===== config.mk =====
export PLATFORM = sky130hd
export DESIGN_NAME = slr_expression_parser_core_flat
export DESIGN_NICKNAME = d
export VERILOG_FILES = /design/src/rtl/core/slrp_pkg.sv /design/src/rtl/core/slrp_in_if.sv /design/src/rtl/core/slrp_out_if.sv /design/src/rtl/core/slrp_stack_mem.sv /design/src/rtl/core/slr_expression_parser_core.sv /design/src/flat_wrapper.sv
export SDC_FILE = /design/constraint.sdc
export NUM_CORES = 1
export LEC_CHECK = 0
export ABC_AREA = 1
export BUFFER_PORTS_ARGS = -buffer_cell sky130_fd_sc_hd__buf_2
export CAP_MARGIN = 10
export CORE_MARGIN = 1.5
export CORE_UTILIZATION = 50
export DETAILED_ROUTE_END_ITERATION = 8
export PLACE_DENSITY = 0.65
export SLEW_MARGIN = 20
export SYNTH_ARGS = -nofsm -noshare
export SYNTH_HDL_FRONTEND = slang
export SYNTH_SLANG_ARGS = --single-unit
export TNS_END_PERCENT = 30

===== constraint.sdc =====
create_clock -name clk_i -period 4.39 [get_ports clk_i]
set_input_delay 0.6585 -clock clk_i [delete_from_list [all_inputs] [get_ports clk_i]]
set_output_delay 0.6585 -clock clk_i [all_outputs]
set_load 0.02 [all_outputs]

===== src/rtl/core/slrp_pkg.sv =====
// Types, codes and parse tables of the SLR(1) expression recognizer.
// No dependencies; used by the recognizer core by scoped names.
package slrp_pkg;

  typedef enum logic [2:0] {
    TOK_NONE = 3'd0,
    TOK_ID   = 3'd1,
    TOK_ADD  = 3'd2,
    TOK_MUL  = 3'd3,
    TOK_LP   = 3'd4,
    TOK_RP   = 3'd5,
    TOK_END  = 3'd6
  } tok_e;

  typedef enum logic [1:0] {
    ACT_ERR = 2'd0,
    ACT_SH  = 2'd1,
    ACT_RD  = 2'd2,
    ACT_ACC = 2'd3
  } act_kind_e;

  typedef struct packed {
    act_kind_e  kind;
    logic [3:0] num;
  } act_t;

  typedef enum logic [1:0] {
    NT_E = 2'd0,
    NT_T = 2'd1,
    NT_F = 2'd2
  } nterm_e;

  typedef enum logic [1:0] {
    RES_ACC = 2'd0,
    RES_REJ = 2'd1,
    RES_OVF = 2'd2
  } res_e;

  typedef enum logic [1:0] {
    ST_IDLE = 2'd0,
    ST_ACT  = 2'd1,
    ST_RD   = 2'd2,
    ST_EMIT = 2'd3
  } fsm_e;

  localparam logic [3:0] NOGO = 4'd15;

  localparam logic [7:0] CH_SPACE = 8'h20;
  localparam logic [7:0] CH_LP    = 8'h28;
  localparam logic [7:0] CH_RP    = 8'h29;
  localparam logic [7:0] CH_STAR  = 8'h2A;
  localparam logic [7:0] CH_PLUS  = 8'h2B;
  localparam logic [7:0] CH_MINUS = 8'h2D;
  localparam logic [7:0] CH_SLASH = 8'h2F;
  localparam logic [7:0] CH_HASH  = 8'h23;

  function automatic logic is_alnum(input logic [7:0] c);
    is_alnum = (c >= 8'h30 && c <= 8'h39) || (c >= 8'h61 && c <= 8'h7A) ||
               (c >= 8'h41 && c <= 8'h5A);
  endfunction

  function automatic tok_e classify(input logic [7:0] c);
    case (c)
      CH_LP:              classify = TOK_LP;
      CH_RP:              classify = TOK_RP;
      CH_PLUS, CH_MINUS:  classify = TOK_ADD;
      CH_STAR, CH_SLASH:  classify = TOK_MUL;
      CH_HASH:            classify = TOK_END;
      default:            classify = TOK_NONE;
    endcase
  endfunction

  function automatic act_t mk(input act_kind_e k, input logic [3:0] n);
    act_t a;
    a.kind = k;
    a.num  = n;
    mk = a;
  endfunction

  // action[state][token]
  function automatic act_t act_lookup(input logic [3:0] st, input tok_e tok);
    act_t a;
    a = mk(ACT_ERR, 4'd0);
    case (st)
      4'd0, 4'd4, 4'd6, 4'd7: begin
        if (tok == TOK_ID) a = mk(ACT_SH, 4'd5);
        else if (tok == TOK_LP) a = mk(ACT_SH, 4'd4);
      end
      4'd1: begin
        if (tok == TOK_ADD) a = mk(ACT_SH, 4'd6);
        else if (tok == TOK_END) a = mk(ACT_ACC, 4'd0);
      end
      4'd2, 4'd9: begin
        if (tok == TOK_MUL) a = mk(ACT_SH, 4'd7);
        else if (tok == TOK_ADD || tok == TOK_RP || tok == TOK_END)
          a = mk(ACT_RD, (st == 4'd2) ? 4'd2 : 4'd1);
      end
      4'd3, 4'd5, 4'd10, 4'd11: begin
        if (tok == TOK_ADD || tok == TOK_MUL || tok == TOK_RP || tok == TOK_END) begin
          case (st)
            4'd3:    a = mk(ACT_RD, 4'd4);
            4'd5:    a = mk(ACT_RD, 4'd6);
            4'd10:   a = mk(ACT_RD, 4'd3);
            default: a = mk(ACT_RD, 4'd5);
          endcase
        end
      end
      4'd8: begin
        if (tok == TOK_ADD) a = mk(ACT_SH, 4'd6);
        else if (tok == TOK_RP) a = mk(ACT_SH, 4'd11);
      end
      default: a = mk(ACT_ERR, 4'd0);
    endcase
    act_lookup = a;
  endfunction

  // goto[state][nonterminal]
  function automatic logic [3:0] goto_lookup(input logic [3:0] st, input nterm_e nt);
    logic [3:0] g;
    g = NOGO;
    case (st)
      4'd0: begin
        case (nt)
          NT_E:    g = 4'd1;
          NT_T:    g = 4'd2;
          default: g = 4'd3;
        endcase
      end
      4'd4: begin
        case (nt)
          NT_E:    g = 4'd8;
          NT_T:    g = 4'd2;
          default: g = 4'd3;
        endcase
      end
      4'd6: begin
        case (nt)
          NT_T:    g = 4'd9;
          NT_F:    g = 4'd3;
          default: g = NOGO;
        endcase
      end
      4'd7:    g = (nt == NT_F) ? 4'd10 : NOGO;
      default: g = NOGO;
    endcase
    goto_lookup = g;
  endfunction

  function automatic nterm_e prod_lhs(input logic [3:0] p);
    case (p)
      4'd1, 4'd2: prod_lhs = NT_E;
      4'd3, 4'd4: prod_lhs = NT_T;
      default:    prod_lhs = NT_F;
    endcase
  endfunction

  function automatic logic [1:0] prod_len(input logic [3:0] p);
    case (p)
      4'd1, 4'd3, 4'd5: prod_len = 2'd3;
      default:          prod_len = 2'd1;
    endcase
  endfunction

endpackage


===== src/rtl/core/slrp_in_if.sv =====
// Input channel of the expression recognizer: one character word per handshake.
// Standalone; no package dependency.
interface slrp_in_if;
  logic       valid;
  logic       ready;
  logic [7:0] char_code;
  logic       end_mark;

  modport source (output valid, output char_code, output end_mark, input ready);
  modport sink (input valid, input char_code, input end_mark, output ready);
endinterface


===== src/rtl/core/slrp_out_if.sv =====
// Output channel of the expression recognizer: one verdict word per handshake.
// Standalone; no package dependency.
interface slrp_out_if;
  logic valid;
  logic ready;
  logic accepted;
  logic overflow;

  modport source (output valid, output accepted, output overflow, input ready);
  modport sink (input valid, input accepted, input overflow, output ready);
endinterface


===== src/rtl/core/slrp_stack_mem.sv =====
// Parser state stack: one write port, one read port with registered data.
// No package dependency.
module slrp_stack_mem #(
  parameter int unsigned DEPTH = 32,
  parameter int unsigned AW    = 5
) (
  input  logic          clk_i,
  input  logic          we_i,
  input  logic [AW-1:0] waddr_i,
  input  logic [3:0]    wdata_i,
  input  logic [AW-1:0] raddr_i,
  output logic [3:0]    rdata_o
);

  logic [3:0] mem_q [DEPTH];
  logic [3:0] rdata_q;

  always_ff @(posedge clk_i) begin
    if (we_i) begin
      mem_q[waddr_i] <= wdata_i;
    end
    rdata_q <= mem_q[raddr_i];
  end

  assign rdata_o = rdata_q;

endmodule


===== src/rtl/core/slr_expression_parser_core.sv =====
// SLR(1) recognizer for E->E+T|T, T->T*F|F, F->(E)|id, one character per word.
// A character is accepted in ST_IDLE and its action looked up in ST_ACT; each
// reduction adds a pass through ST_ACT (action lookup) and ST_RD (stack memory
// read); a verdict is loaded into the output register in ST_EMIT.
// Reset is asynchronous: stack pointer 0 with state 0 on top, no clearing pass.
module slr_expression_parser_core #(
  parameter int unsigned STACK_DEPTH = 32
) (
  input  logic           clk_i,
  input  logic           rst_ni,
  slrp_in_if.sink        in_i,
  slrp_out_if.source     out_o
);

  localparam int unsigned SP_W = $clog2(STACK_DEPTH);
  localparam logic [SP_W:0] DEPTH_L = (SP_W+1)'(STACK_DEPTH);

  slrp_pkg::fsm_e  state_q, state_d;
  slrp_pkg::tok_e  tok_q, tok_d;
  slrp_pkg::res_e  res_q, res_d;
  logic [SP_W-1:0] sp_q, sp_d;
  logic [SP_W-1:0] addr_q, addr_d;
  logic [3:0]      top_q, top_d;
  logic [3:0]      prod_q, prod_d;
  logic            pend_q, pend_d;
  logic            verdict_q, verdict_d;
  logic            clr_q, clr_d;
  logic            out_valid_q, out_valid_d;
  logic            out_acc_q, out_acc_d;
  logic            out_ovf_q, out_ovf_d;

  logic            mem_we;
  logic [SP_W-1:0] mem_waddr;
  logic [3:0]      mem_wdata;
  logic [SP_W-1:0] mem_raddr;
  logic [3:0]      mem_rdata;

  slrp_pkg::act_t  act;
  logic [1:0]      rd_len;
  logic [3:0]      below;
  logic [3:0]      go_st;

  slrp_stack_mem #(
    .DEPTH (STACK_DEPTH),
    .AW    (SP_W)
  ) u_stack (
    .clk_i   (clk_i),
    .we_i    (mem_we),
    .waddr_i (mem_waddr),
    .wdata_i (mem_wdata),
    .raddr_i (mem_raddr),
    .rdata_o (mem_rdata)
  );

  assign in_i.ready     = (state_q == slrp_pkg::ST_IDLE);
  assign out_o.valid    = out_valid_q;
  assign out_o.accepted = out_acc_q;
  assign out_o.overflow = out_ovf_q;

  assign act    = slrp_pkg::act_lookup(top_q, tok_q);
  assign rd_len = slrp_pkg::prod_len(act.num);
  // entry zero is never written; it is read as state 0
  assign below  = (addr_q == '0) ? 4'd0 : mem_rdata;
  assign go_st  = slrp_pkg::goto_lookup(below, slrp_pkg::prod_lhs(prod_q));

  always_comb begin
    state_d     = state_q;
    tok_d       = tok_q;
    res_d       = res_q;
    sp_d        = sp_q;
    addr_d      = addr_q;
    top_d       = top_q;
    prod_d      = prod_q;
    pend_d      = pend_q;
    verdict_d   = verdict_q;
    clr_d       = clr_q;
    out_valid_d = out_valid_q;
    out_acc_d   = out_acc_q;
    out_ovf_d   = out_ovf_q;
    mem_we      = 1'b0;
    mem_waddr   = sp_q + SP_W'(1);
    mem_wdata   = act.num;
    mem_raddr   = sp_q - SP_W'(rd_len);

    if (out_valid_q && out_o.ready) begin
      out_valid_d = 1'b0;
    end

    case (state_q)
      slrp_pkg::ST_IDLE: begin
        if (in_i.valid) begin
          if (in_i.end_mark) begin
            if (verdict_q) begin
              sp_d      = '0;
              top_d     = 4'd0;
              pend_d    = 1'b0;
              verdict_d = 1'b0;
            end else begin
              tok_d   = slrp_pkg::TOK_END;
              clr_d   = 1'b1;
              state_d = slrp_pkg::ST_ACT;
            end
          end else if (!verdict_q) begin
            if (slrp_pkg::is_alnum(in_i.char_code)) begin
              if (!pend_q) begin
                pend_d  = 1'b1;
                tok_d   = slrp_pkg::TOK_ID;
                clr_d   = 1'b0;
                state_d = slrp_pkg::ST_ACT;
              end
            end else begin
              pend_d = 1'b0;
              if (in_i.char_code != slrp_pkg::CH_SPACE) begin
                tok_d   = slrp_pkg::classify(in_i.char_code);
                clr_d   = 1'b0;
                state_d = slrp_pkg::ST_ACT;
              end
            end
          end
        end
      end

      slrp_pkg::ST_ACT: begin
        case (act.kind)
          slrp_pkg::ACT_SH: begin
            if ({1'b0, sp_q} + (SP_W+1)'(1) >= DEPTH_L) begin
              res_d   = slrp_pkg::RES_OVF;
              state_d = slrp_pkg::ST_EMIT;
            end else begin
              mem_we  = 1'b1;
              sp_d    = sp_q + SP_W'(1);
              top_d   = act.num;
              state_d = slrp_pkg::ST_IDLE;
            end
          end
          slrp_pkg::ACT_RD: begin
            if (sp_q < SP_W'(rd_len)) begin
              res_d   = slrp_pkg::RES_REJ;
              state_d = slrp_pkg::ST_EMIT;
            end else begin
              addr_d  = sp_q - SP_W'(rd_len);
              prod_d  = act.num;
              state_d = slrp_pkg::ST_RD;
            end
          end
          slrp_pkg::ACT_ACC: begin
            res_d   = slrp_pkg::RES_ACC;
            state_d = slrp_pkg::ST_EMIT;
          end
          default: begin
            res_d   = slrp_pkg::RES_REJ;
            state_d = slrp_pkg::ST_EMIT;
          end
        endcase
      end

      slrp_pkg::ST_RD: begin
        if (go_st == slrp_pkg::NOGO) begin
          res_d   = slrp_pkg::RES_REJ;
          state_d = slrp_pkg::ST_EMIT;
        end else begin
          mem_we    = 1'b1;
          mem_waddr = addr_q + SP_W'(1);
          mem_wdata = go_st;
          sp_d      = addr_q + SP_W'(1);
          top_d     = go_st;
          state_d   = slrp_pkg::ST_ACT;
        end
      end

      slrp_pkg::ST_EMIT: begin
        if (!out_valid_q || out_o.ready) begin
          out_valid_d = 1'b1;
          out_acc_d   = (res_q == slrp_pkg::RES_ACC);
          out_ovf_d   = (res_q == slrp_pkg::RES_OVF);
          verdict_d   = 1'b1;
          if (clr_q) begin
            sp_d      = '0;
            top_d     = 4'd0;
            pend_d    = 1'b0;
            verdict_d = 1'b0;
          end
          state_d = slrp_pkg::ST_IDLE;
        end
      end

      default: state_d = slrp_pkg::ST_IDLE;
    endcase
  end

  always_ff @(posedge clk_i or negedge rst_ni) begin
    if (!rst_ni) begin
      state_q     <= slrp_pkg::ST_IDLE;
      sp_q        <= '0;
      top_q       <= 4'd0;
      pend_q      <= 1'b0;
      verdict_q   <= 1'b0;
      clr_q       <= 1'b0;
      out_valid_q <= 1'b0;
    end else begin
      state_q     <= state_d;
      sp_q        <= sp_d;
      top_q       <= top_d;
      pend_q      <= pend_d;
      verdict_q   <= verdict_d;
      clr_q       <= clr_d;
      out_valid_q <= out_valid_d;
    end
  end

  always_ff @(posedge clk_i) begin
    tok_q     <= tok_d;
    res_q     <= res_d;
    addr_q    <= addr_d;
    prod_q    <= prod_d;
    out_acc_q <= out_acc_d;
    out_ovf_q <= out_ovf_d;
  end

endmodule


===== src/flat_wrapper.sv =====
// flat-port wrapper written by rule: the top's interface ports become plain ports
module slr_expression_parser_core_flat 
#(
  parameter int unsigned STACK_DEPTH = 32
)
  (clk_i, rst_ni, in_i_valid, in_i_char_code, in_i_end_mark, in_i_ready, out_o_valid, out_o_accepted, out_o_overflow, out_o_ready);
  slrp_in_if in_i_i ();
  slrp_out_if out_o_i ();
  input  logic clk_i;
  input  logic rst_ni;
  input wire logic [$bits(in_i_i.valid)-1:0] in_i_valid;
  input wire logic [$bits(in_i_i.char_code)-1:0] in_i_char_code;
  input wire logic [$bits(in_i_i.end_mark)-1:0] in_i_end_mark;
  output wire logic [$bits(in_i_i.ready)-1:0] in_i_ready;
  output wire logic [$bits(out_o_i.valid)-1:0] out_o_valid;
  output wire logic [$bits(out_o_i.accepted)-1:0] out_o_accepted;
  output wire logic [$bits(out_o_i.overflow)-1:0] out_o_overflow;
  input wire logic [$bits(out_o_i.ready)-1:0] out_o_ready;
  assign in_i_i.valid = in_i_valid;
  assign in_i_i.char_code = in_i_char_code;
  assign in_i_i.end_mark = in_i_end_mark;
  assign in_i_ready = in_i_i.ready;
  assign out_o_valid = out_o_i.valid;
  assign out_o_accepted = out_o_i.accepted;
  assign out_o_overflow = out_o_i.overflow;
  assign out_o_i.ready = out_o_ready;
  slr_expression_parser_core #(.STACK_DEPTH(STACK_DEPTH)) u_core (.clk_i(clk_i), .rst_ni(rst_ni), .in_i(in_i_i), .out_o(out_o_i));
endmodule

== Yosys cells after proc, flatten, opt, wreduce, memory -nomap -nowiden ==
Memory sizes are Yosys's and may differ from the RTL's. A register that Yosys moved wholly into a read port is not among the register bits.
Cells that the tools add are included.
W data, S select, Z words.

* Bits in writable memories: 128
* Register bits after elaboration: 31
* Memories kept: 1
* Logic and storage cells: 223
* Bits of input ports: 13

* $add $sub $neg: 4
* Equality and inequality tests: 62
* Muxes and demuxes: 95
* Order comparisons: 8
* Bitwise logic cells: 2
* Reduce and logical (&&, ||, !) cells: 38

{| class="wikitable"
|+ Memory list
! name !! depth !! bits a word !! rd ports !! clocked after Yosys merged registers in !! wr ports !! RTL line !! text
|-
| u_core.u_stack.mem_q || 32 || 4 || 1 || 1 || 1 || slrp_stack_mem.sv:15 || <nowiki>logic [3:0] mem_q [DEPTH];</nowiki>
|}

{| class="wikitable"
|+ Operators with widths
! operator !! number
|-
| $mux W5 || 12
|-
| $eq A8 B6 Y1 const B || 7
|-
| $mux W4 || 11
|-
| $mux W6 || 7
|-
| $eq A4 B3 Y1 const B || 9
|-
| $pmux W4 S4 || 2
|-
| $mux W2 || 15
|-
| $pmux W6 S5 || 1
|-
| $mux W1 || 26
|-
| $mux W3 || 7
|-
| $eq A4 B2 Y1 const B || 5
|-
| $eq A4 B4 Y1 const B || 5
|-
| $pmux W5 S4 || 1
|-
| $ge A8 B7 Y1 const B || 2
|-
| $le A8 B7 Y1 const B || 2
|-
| $pmux W2 S2 || 4
|-
| $pmux W4 S2 || 2
|-
| $pmux W3 S5 || 1
|-
| $eq A2 B2 Y1 const B || 6
|-
| $eq A4 B1 Y1 const B || 3
|-
| $ne A2 B2 Y1 const B || 6
|-
| $add A5 B1 Y5 const B || 2
|-
| $reduce_and A5 Y1 || 2
|-
| $reduce_or A2 Y1 || 5
|-
| 36 further kinds || 66
|}

== Logic depth before layout (Yosys ltp) ==
* Depth after elaboration: 13
* Mapped depth: 21
* Gate-level depth less buffers: 21

== By module ==
Synthesis repeated with hierarchy kept, for this count alone.

* Cell total of the unflattened synthesis: 881
* Area, all modules: 8,167.8 µm²

{| class="wikitable"
|+ By module, submodules not included
! module !! cells each !! times used !! area each (µm²)
|-
| slrp_stack_mem || 486 || 1 || 5,496.5
|-
| slr_expression_parser_core || 395 || 1 || 2,671.3
|}

== Worst setup path before layout ==
OpenSTA, ideal clock, no wires.

* Path kind: register -> register
* Start: reg u_core.addr_q[0]
* End: mem u_core.u_stack.mem_q[0][3], data pin
* Required time: 3,936 ps
* Period minus slack after synthesis: 3,239 ps
* Arrival: 2,785 ps
* Path slack: 1,151 ps
* Buffers on the path: 1
* Cell stages (with the launch flop): 12
* Cell sequence: edfxtp_1 inv_1 ha_1 inv_1 nor2_1 nand2_2 nand3_2 nand3_4 nand4_4 buf_6 inv_1 o21ai_0

* Longest elaborated chain between the ends: 7

{| class="wikitable"
|+ Ends and longest elaborated chain
! what !! RTL line !! text
|-
| start, declared || slr_expression_parser_core.sv:22 || <nowiki>logic [SP_W-1:0] addr_q, addr_d;</nowiki>
|-
| start signal, assigned || slr_expression_parser_core.sv:214 || <nowiki>addr_q <= addr_d;</nowiki>
|-
| $logic_not A5 Y1 * || slr_expression_parser_core.sv:63 || <nowiki>assign below = (addr_q == '0) ? 4'd0 : mem_rdata;</nowiki>
|-
| $mux W4 * || slr_expression_parser_core.sv:63 ||
|-
| $eq A4 B3 Y1 / $logic_not A4 Y1 (equally long branches) || slrp_pkg.sv:121 || <nowiki>case (st)</nowiki>
|-
| $pmux W4 S4 * || slrp_pkg.sv:121 ||
|-
| $eq A4 B4 Y1 || slr_expression_parser_core.sv:158 || <nowiki>if (go_st == slrp_pkg::NOGO) begin</nowiki>
|-
| $mux W4 * || slr_expression_parser_core.sv:158 ||
|-
| $mux W4 * || slr_expression_parser_core.sv:89 || <nowiki>case (state_q)</nowiki>
|-
| via u_core.mem_wdata[3] || slr_expression_parser_core.sv:34 || <nowiki>logic [3:0] mem_wdata;</nowiki>
|-
| end, declared || slrp_stack_mem.sv:15 ||
|}

The timed path passes the listed nets; every way through them passes the cells marked *.

==> impl_metrics.json <==
{
  "total_power_mw": 6.480,
  "cts-htree-levels": 4,
  "seq_area_frac_synth": 0.6096,
  "combPwrFrac": 0.445,
  "io_buffers": 16,
  "crit_path_start_kind": "flip-flop",
  "rr_worst_depth": 18,
  "maxCapViolCount": 0,
  "arrival_ns": 4.18,
  "clkTransAtPathRegs_ns": 0.07,
  "ctsResizeCount": 0,
  "layout_commonest_cell": "nor2_1",
  "finalSetupViolations": 0,
  "syn-num-nets": 811,
  "clockPowerShare": 0.230,
  "grt_antenna_before_repair": 0,
  "utilization": 0.5723,
  "dr.pass1.iters": 6,
  "p_leak_nw": 3.292,
  "crit_slowest_cell": "xor2_2",
  "netlist.area_leader.share": 0.5515,
  "cts_setup_buffers": 0,
  "synth_top_area_cell": "edfxtp_1",
  "path_common_cell": "nand2_1",
  "maxSlewHeadroom": 0.3162,
  "drt_iter0_drc": 695,
  "tightest_slew_ns": 1.022,
  "grt_pass1_wl_um": 29200,
  "rsz0062_at_grt": "false",
  "path_cells": "inv_1, nor2_1, inv_1, o21ai_0, nand2_1, o21ai_0, nor2_1, nand2_1, nand2_1, nand3_1, inv_1, fa_1, xor2_2, buf_4, o221ai_1, o211ai_1, nand2_1, o21a_1",
  "fin_skew_ns": 0.01059,
  "tns_ns": 0,
  "grt-ovfl-total": 0,
  "die_w_um": 128.2,
  "drt-wirelength-per-cell_um": 17.95,
  "synth_warnings": 0,
  "outcome": "completed",
  "timing.final.crit_share": 0.8783,
  "diodes": 0,
  "cts_inserted_buffers": 17,
  "pwr-share-seq": 0.326,
  "cts_sinks": 163,
  "regToRegEndpoint": "u_core.u_stack.rdata_o[0]$_DFF_P_",
  "start_util": 0.5138,
  "insertion_delay_ns": 0.43,
  "cpLargestDelayFamily": "compound AO/OA/AOI/OAI gates",
  "ff2ff_setup_slack_ns": 0.53,
  "yosys.cell_types.count": 40,
  "min_path_type": "primary input to async pin",
  "area_growth_pct": 11.38,
  "fmax_ghz": 0.2593,
  "die_h_um": 128.2,
  "globalplace.congestion": 0.8781,
  "final_layout_size_suffix_gt1_frac": 0.09113,
  "peakVddDrop_mv": 0.4183,
  "cts_tree": "built",
  "layout_common_cells": "146 x nor2_1, 144 x edfxtp_1, 118 x nand2_1",
  "power_switching_mw": 2.710,
  "routed_wirelength_um": 18360,
  "post-dp-hpwl_um": 12160,
  "max_stage_delay_ns": 0.69,
  "slew_violations": 0,
  "grt_max_degree": 67,
  "drc": 0,
  "io_pins": 17,
  "synth_area_leaders": "edfxtp_1 55%, nor2_1 7.0%, nand2_1 5.6%",
  "fp.dieArea_um2": 16440,
  "synth_seq_cells": 163,
  "root_buffer": "clkbuf_16",
  "syn_inst": 787,
  "vias": 5926,
  "num_rows": 45,
  "layout_min_cycle_time_ns": 3.856,
  "path_max_fanout": 18,
  "path_class": "flip-flop to flip-flop",
  "sw_frac_of_total": 0.4183,
  "cp-end-kind": "flip-flop",
  "worstPathRequired_ns": 4.71,
  "drt-vias-per-instance": 5.793,
  "clockBufferDepth": 2,
  "p_int_mw": 3.769,
  "final_nets": 823,
  "grt_usage": 0.2382,
  "critPathBufInv": 4,
  "grt_pass1_vias": 5545,
  "p_per_area_nw_per_um2": 742.1,
  "ant_nets": 0,
  "syn_area_um2": 7840,
  "rr_startpoint": "u_core.top_q[0]$_DFFE_PN0P_",
  "placeableCoreArea_um2": 15260,
  "avgSynthCellArea_um2": 9.962,
  "hold_viol_final": 0,
  "ctsHoldBuffers": 0
}
## per-layer routing
metal,vias up,wire [um],GRT usage,part of all wire
met5,-,0,0,0
met4,0,379,0.09055,0.021
met3,32,1333,0.04883,0.073
met2,270,8555,0.3596,0.47
met1,2838,8095,0.3417,0.44
li1,2786,-,-,-
## state kept, by name, indices dropped and copies added, names as in the netlist
signal	flops
u_core.res_q	2
u_core.pend_q	1
u_core.out_o.valid	1
u_core.top_q	4
u_core.state_q	2
u_core.addr_q	5
u_core.clr_q	1
u_core.prod_q	4
u_core.u_stack.rdata_o	4
u_core.verdict_q	1
u_core.tok_q	3
u_core.out_o.overflow	1
u_core.out_o.accepted	1
u_core.u_stack.mem_q	128
u_core.sp_q	5
## cells in the mapped netlist (all sizes together)
| cell type | count |
|---|---|
| xor2 | 6 |
| a22o | 1 |
| nor4 | 3 |
| nand2 | 120 |
| dfrtp | 15 |
| fa | 1 |
| a21boi | 1 |
| a311oi | 1 |
| clkbuf | 20 |
| ha | 10 |
| o221ai | 16 |
| clkinv | 1 |
| a21oi | 16 |
| nand4 | 11 |
| o21a | 5 |
| xnor2 | 1 |
| nor3 | 4 |
| inv | 72 |
| buf | 11 |
| nor2 | 149 |
| dfxtp | 4 |
| o22ai | 19 |
| o211ai | 18 |
| o21ai | 88 |
| edfxtp | 144 |
| a31oi | 1 |
| o31ai | 1 |
| nand3 | 48 |
## through the flow
step / hold slack, ns / cells / cell area, um^2 / worst slack [ns]
final: 0.1291 / 1023 / 8732 / 0.5341
after global routing: 0.1511 / 1023 / 8732 / 0.2666
after CTS: 0.1369 / 1023 / 8732 / 0.5907
after detailed placement: 0.4925 / 991 / 8139 / 0.6328
after global placement: 0.4834 / 991 / 8139 / 0.7641
after floorplan: 0.3629 / 787 / 7840 / 1.151
## logic make-up (layout without fill, tap and decap cells)
group | after synthesis | count (layout) | share of synthesized area
xor+xnor | 7 | 7 | 0.007820
compound gates | 167 | 167 | 0.1283
buf+inv | 104 | 129 | 0.05234
flops | 163 | 163 | 0.6096
fa+ha+maj | 11 | 11 | 0.01851
simple gates | 335 | 335 | 0.1834
## how the worst max path moves through the flow
stage / from / endpoint / slack [ns] / cells after the start
after global routing: u_core.top_q[0]$_DFFE_PN0P_ / u_core.u_stack.rdata_o[1]$_DFF_P_ / 0.27 / 18
after CTS: u_core.top_q[0]$_DFFE_PN0P_ / u_core.u_stack.rdata_o[0]$_DFF_P_ / 0.59 / 18
after floorplan: u_core.addr_q[0]$_DFFE_PP_ / u_core.u_stack.mem_q[0][3]$_DFFE_PP_ / 1.15 / 11
after global placement: u_core.top_q[0]$_DFFE_PN0P_ / u_core.u_stack.rdata_o[1]$_DFF_P_ / 0.76 / 18
after detailed placement: u_core.top_q[0]$_DFFE_PN0P_ / u_core.u_stack.rdata_o[3]$_DFF_P_ / 0.63 / 18
final: u_core.top_q[0]$_DFFE_PN0P_ / u_core.u_stack.rdata_o[0]$_DFF_P_ / 0.53 / 18
## power groups by stage
stage | Clock [mW] | Combinational, mW | Sequential (mW)
after floorplan | 0 | 2.02 | 2.11
after global placement | 0 | 2.76 | 2.14
after detailed placement | 0 | 2.83 | 2.14
after CTS | 1.50 | 2.85 | 2.11
after global routing | 1.56 | 3.19 | 2.13
final | 1.49 | 2.88 | 2.11
## area by class of cell
class	instances	area, um^2
clock buffer	20	436.7
clock inverter	12	156.4
fill	1251	6526
inverter	73	274.0
multi-input combinational	520	2680
sequential	163	4781
tap	211	264.0
timing repair buffer	24	140.1
## worst register-to-register path: cells and delay by family, from the launching register on
family / cells / cell delay [ns]
AOI/OAI and AO/OA: 5 / 0.83
xor gates and xnor gates: 1 / 0.69
adders and majority gates: 1 / 0.42
buffers and inverters: 4 / 0.56
DFF: 1 / 0.42
and+or+nand+nor: 7 / 0.82
No activity file was read; power rests on OpenSTA's default activity.
